**src/hw/rtl/assert_macros.svh**
```systemverilog
// Concurrent assertion helpers, clocked on clk_i and disabled while rst_ni is low.
`ifndef ASSERT_MACROS_SVH
`define ASSERT_MACROS_SVH

// Check that a condition holds at every clock edge.
`define ASSERT_ON(lbl, prop, msg) \
  lbl: assert property (@(posedge clk_i) disable iff (!rst_ni) (prop)) else $error(msg);

// Check that a trigger is followed by a condition in the next cycle.
`define ASSERT_NEXT(lbl, pre, post, msg) \
  lbl: assert property (@(posedge clk_i) disable iff (!rst_ni) (pre) |=> (post)) \
    else $error(msg);

`endif

```
**src/hw/rtl/bgtr_pkg.sv**
```systemverilog
`timescale 1ns / 1ps
package bgtr_pkg;

  // Input command codes
  typedef enum logic [1:0] {
    CMD_LOAD_ROW = 2'd0,
    CMD_LOAD_ADV = 2'd1,
    CMD_DRAW     = 2'd2,
    CMD_RESTART  = 2'd3
  } command_e;

  // Configuration register indexes
  localparam int unsigned CFG_IDX_W = 3;
  localparam logic [CFG_IDX_W-1:0] REG_ORIGIN_X   = 3'd0;
  localparam logic [CFG_IDX_W-1:0] REG_ORIGIN_Y   = 3'd1;
  localparam logic [CFG_IDX_W-1:0] REG_ZOOM_SHIFT = 3'd2;
  localparam logic [CFG_IDX_W-1:0] REG_LINE_PITCH = 3'd3;
  localparam logic [CFG_IDX_W-1:0] REG_TEXT_COLOR = 3'd4;
  localparam int unsigned CFG_DATA_W = 32;

  localparam logic [7:0]  NEWLINE_CODE = 8'd10;
  localparam logic [7:0]  HIGH_CODE    = 8'h80;
  localparam logic [7:0]  LINE_STEP    = 8'd20;
  localparam logic [12:0] PITCH_RESET  = 13'd960;

  // Controller to datapath
  typedef struct packed {
    logic load_row;
    logic load_adv;
    logic restart;
    logic newline;
    logic draw_start;
    logic base_load;
    logic span_next;
    logic finish;
  } ctrl_cmd_t;

  // Datapath to controller
  typedef struct packed {
    logic last_span;
  } ctrl_status_t;

endpackage

```
**src/hw/rtl/bgtr_ctrl.sv**
```systemverilog
`timescale 1ns / 1ps
`include "assert_macros.svh"
module bgtr_ctrl import bgtr_pkg::*; (
  input  logic         clk_i,
  input  logic         rst_ni,
  input  logic         in_valid_i,
  output logic         in_stall_o,
  input  logic [1:0]   command_i,
  input  logic [7:0]   text_char_i,
  output logic         out_valid_o,
  input  logic         out_stall_i,
  output ctrl_cmd_t    cmd_o,
  input  ctrl_status_t status_i
);

  typedef enum logic [1:0] {
    ST_IDLE,
    ST_SETUP,
    ST_SPAN
  } state_e;

  state_e state_q;
  logic   out_valid_q;
  logic   in_stall_q;
  logic   in_acc;
  logic   out_acc;
  logic   is_draw;
  logic   is_newline;

  assign in_acc     = in_valid_i && !in_stall_q;
  assign out_acc    = out_valid_q && !out_stall_i;
  assign is_draw    = command_i == CMD_DRAW;
  assign is_newline = text_char_i == NEWLINE_CODE;

  always_comb begin
    cmd_o            = '0;
    cmd_o.load_row   = in_acc && (command_i == CMD_LOAD_ROW);
    cmd_o.load_adv   = in_acc && (command_i == CMD_LOAD_ADV);
    cmd_o.restart    = in_acc && (command_i == CMD_RESTART);
    cmd_o.newline    = in_acc && is_draw && is_newline;
    cmd_o.draw_start = in_acc && is_draw && !is_newline;
    cmd_o.base_load  = state_q == ST_SETUP;
    cmd_o.span_next  = out_acc;
    cmd_o.finish     = out_acc && status_i.last_span;
  end

  always_ff @(posedge clk_i or negedge rst_ni) begin
    if (!rst_ni) begin
      state_q     <= ST_IDLE;
      out_valid_q <= 1'b0;
      in_stall_q  <= 1'b0;
    end else begin
      case (state_q)
        ST_IDLE: begin
          if (in_acc && is_draw && !is_newline) begin
            state_q    <= ST_SETUP;
            in_stall_q <= 1'b1;
          end
        end
        ST_SETUP: begin
          state_q     <= ST_SPAN;
          out_valid_q <= 1'b1;
        end
        ST_SPAN: begin
          // drop back to idle once the final span is taken
          if (out_acc && status_i.last_span) begin
            state_q     <= ST_IDLE;
            out_valid_q <= 1'b0;
            in_stall_q  <= 1'b0;
          end
        end
        default: begin
          state_q     <= ST_IDLE;
          out_valid_q <= 1'b0;
          in_stall_q  <= 1'b0;
        end
      endcase
    end
  end

  assign in_stall_o  = in_stall_q;
  assign out_valid_o = out_valid_q;

  `ASSERT_ON(a_no_input_while_spans, !(out_valid_q && in_valid_i && !in_stall_q), "input taken during spans")
  `ASSERT_ON(a_cmd_onehot, $onehot0({cmd_o.load_row, cmd_o.load_adv, cmd_o.restart, cmd_o.newline, cmd_o.draw_start, cmd_o.base_load, cmd_o.span_next}), "overlapping commands")
  `ASSERT_NEXT(a_draw_then_base, cmd_o.draw_start, cmd_o.base_load, "base not loaded after draw")
  `ASSERT_NEXT(a_drain_after_last, out_acc && status_i.last_span, !out_valid_q, "span after last row")

endmodule

```
**config.mk**
```make
export PLATFORM = sky130hd
export DESIGN_NAME = bgtr_ctrl
export DESIGN_NICKNAME = d
export VERILOG_FILES = /design/src/hw/rtl/bgtr_pkg.sv /design/src/hw/rtl/bgtr_ctrl.sv
export VERILOG_INCLUDE_DIRS = /design/src /design/src/hw/rtl
export SDC_FILE = /design/constraint.sdc
export NUM_CORES = 1
export LEC_CHECK = 0
export BUFFER_PORTS_ARGS = -buffer_cell sky130_fd_sc_hd__buf_4
export CORE_AREA = 2 2 39 41
export CTS_CLUSTER_DIAMETER = 50
export DETAILED_ROUTE_END_ITERATION = 8
export DIE_AREA = 0 0 41 43
export MAX_ROUTING_LAYER = met4
export PLACE_DENSITY = 0.58
export SLEW_MARGIN = 20
export SYNTH_ARGS = -nofsm -noshare
export SYNTH_HDL_FRONTEND = slang
export SYNTH_SLANG_ARGS = --single-unit
```
**constraint.sdc**
```tcl
create_clock -name clk_i -period 1.15 [get_ports clk_i]
set_clock_uncertainty 0.05 [all_clocks]
set_input_delay 0.23 -clock clk_i [delete_from_list [all_inputs] [get_ports clk_i]]
set_output_delay 0.23 -clock clk_i [all_outputs]
set_load 0.05 [all_outputs]
```
==> impl_metrics.py <==
metrics = {
    "run_status": {
        "outcome": "finished, violations left",
        "violations": "negative setup slack",
    },
    "global_route": {
        "grt_start_max_net_pins": 6,
        "antenna_found_initial": 0,
        "grt_pass1_vias": 339,
        "overflow": 0,
        "gr-usage-all-layers_pct": 10.93,
        "grt_pass1_wl_mm": 1.262,
    },
    "sta": {
        "hold_viol_final": 0,
        "slew_viol_final": 0,
        "max_slew_margin_pct": 81.74,
        "rsz0062_at_grt": "true",
        "fmax_mhz": 658.2,
        "period_share_pct": 132.1,
        "layout_setup_ws_ns": -0.3694,
        "tightest_slew_ns": 0.2739,
        "period_needed_ns": 1.519,
        "finalSetupViolCount": 12,
    },
    "die": {
        "core_area_um2": 1384,
        "die_x_um": 41,
        "die_area_um2": 1763,
        "dieHeight_um": 43,
        "rows": 14,
        "start_util_pct": 22.69,
        "top_level_ports": 25,
    },
    "synth": {
        "syn-num-nets": 40,
        "yosysTopAreaCell": "dfrtp_1",
        "ys_async_sr_fraction_pct": 100.0,
        "synth-edff-count": 0,
        "yosys-top-cells-area": "dfrtp_1 32%, a2111oi_4 8.8%, nand4bb_4 8.8%",
        "synth_warnings": 0,
        "yosysMostFrequentCell": "dfrtp_1",
        "synth.cells.most_frequent": "4 x dfrtp_1, 3 x nor2b_1, 2 x a21o_1, 2 x nor2_1, 2 x o21ai_0",
        "synth.distinct_cells": 17,
        "synth_ff_type": "dfrtp_1",
        "postSynthAreaPerCell_um2": 12.56,
        "yosysSeqAreaShare_pct": 31.87,
        "synth-seq-cells": 4,
        "synthCells": 25,
        "syn_area_um2": 314.1,
        "synth_top_cell_area_share_pct": 31.87,
    },
    "clock_network": {
        "clk_latency_ns": 0.24,
        "clkTransAtPathRegs_ns": 0.04,
        "h-tree-depth": 1,
        "root_buffer": "clkbuf_4",
        "cts_tree": "done",
        "numCtsBuffers": 3,
        "clock-sinks": 4,
        "clock_path_buffers": 2,
    },
    "min_path": {
        "hold_class": "input pin to asynchronous set/reset pin",
    },
    "final_layout": {
        "drive_above_1_share_pct": 83.87,
        "syn_to_final_growth_pct": 138.2,
        "multi_input_area_um2": 272.8,
        "nNetsFinal": 79,
        "finish.utilization_pct": 54.07,
        "n_antenna_cell": 0,
        "seq_area_um2": 103.9,
        "num-fill-cells": 129,
    },
    "job": {
        "maxCapViolations": 0,
    },
    "detailed_routing": {
        "vias_per_cell": 4.718,
        "wire_per_inst_um": 11.22,
        "drt_wl_total_um": 875,
        "drc": 0,
        "ant_nets": 0,
        "dr.pass1.iters": 2,
        "drt_iter0_drc": 4,
        "via_count": 368,
    },
    "setup_path": {
        "cp_data_required_time_ns": 0.87,
        "worstSetupPathType": "register to primary output",
        "startpoint_type": "register",
        "endpoint_kind": "primary output",
        "crit_arrival_ns": 1.24,
        "worst-path-max-fanout": 5,
    },
    "power_and_ir_drop": {
        "p_per_area_nw_per_um2": 1718,
        "p_leak_uw": 0.0003442,
        "peakVddDrop_v": 0.001424,
    },
    "placed_design": {
        "io_buffers": 24,
        "place_congestion": 0.6553,
        "hpwl_um": 637.7,
        "place_ws_ns": -0.2055,
    },
}
-- layout by cell type (no fill, tap or decap), types with 2 or more instances in the layout --
cell / Yosys / final
buf_4: 1 / 21
buf_6: 0 / 9
buf_8: 0 / 4
clkbuf_4: 0 / 3
dfrtp_2: 0 / 3
nor2b_4: 0 / 2
nor4bb_4: 1 / 2
a21o_1: 2 / 2
-- cells by family (layout without fill, tap and decap cells) --
family | Yosys count | in the layout | share of synthesized area (%)
and+or+nand+nor | 13 | 13 | 45.02
AOI/OAI and AO/OA | 7 | 7 | 20.72
DFF | 4 | 4 | 31.87
buffers and inverters | 1 | 38 | 2.391
-- repair_timing --
| item | 4_1_cts | 5_1_grt |
|---|---|---|
| hold buffers | 1 | 0 |
| pin swaps | 2 | 1 |
| hold endpoints to repair | 4 | 0 |
| setup endpoints to repair | 11 | 12 |
| buffers inserted | 4 | 0 |
| gates resized for setup | 16 | 4 |
-- stage by stage --
stage | setup TNS (ns) | total power, uW | hold slack [ns] | cell area (um^2) | instances
final | -2.499 | 1285 | 0.2754 | 748.2 | 78
after global routing | -3.048 | 1361 | 0.2705 | 748.2 | 78
after CTS | -2.604 | 1266 | 0.2641 | 733.2 | 78
after detailed placement | -0.7624 | 907.8 | -0.02074 | 613.1 | 70
after global placement | -0.7653 | 903.1 | -0.02259 | 613.1 | 70
after floorplan | -1.910 | 671.1 | -0.1156 | 375.4 | 25
-- final timing paths --
kind | cells past startpoint | startpoint | end | slack [ns]
min | 2 | rst_ni | out_valid_o | 0.28
min in group clk_i | 4 | status_i | out_valid_o | 0.35
max in group asynchronous | 2 | rst_ni | state_q[1] | 0.65
min reg2reg | 1 | state_q[0] | state_q[0] | 0.47
max | 3 | in_stall_o | cmd_o[3] | -0.37
max reg2reg | 5 | in_stall_o | in_stall_o | -0.25
-- worst max-delay path: stages (launching register included) --
cell	delay, ns
dfrtp_2	0.43
nand4bb_4	0.25
a21oi_4	0.15
buf_6	0.17
-- state kept, by name, indices dropped and copies added, names as in the netlist --
register	cells
state_q	2
in_stall_o	1
out_valid_o	1
-- power by group --
group | total [uW] | leakage [uW] | switching (uW) | internal (uW)
Clock | 181 | 0.0000138 | 64.0 | 117
Sequential | 284 | 0.0000470 | 79.6 | 204
Combinational | 820 | 0.000283 | 390 | 430
Total | 1290 | 0.000344 | 534 | 751
-- layer usage --
metal | global-route usage [%] | vias to the layer above | part of all wire (%)
met5 | - | - | 0
met4 | 8.000 | 0 | 0
met3 | 3.141 | 0 | 11
met2 | 17.19 | 22 | 54
met1 | 10.68 | 175 | 35
li1 | - | 171 | -
-- area by class of cell --
class	count	share of cell area, %
Clock buffer	3	3.010
Sequential cell	4	13.88
Tap cell	16	2.676
Multi-Input combinational cell	20	36.45
Timing Repair Buffer	35	43.98
Note: power is estimated with default switching activity, not from simulation.
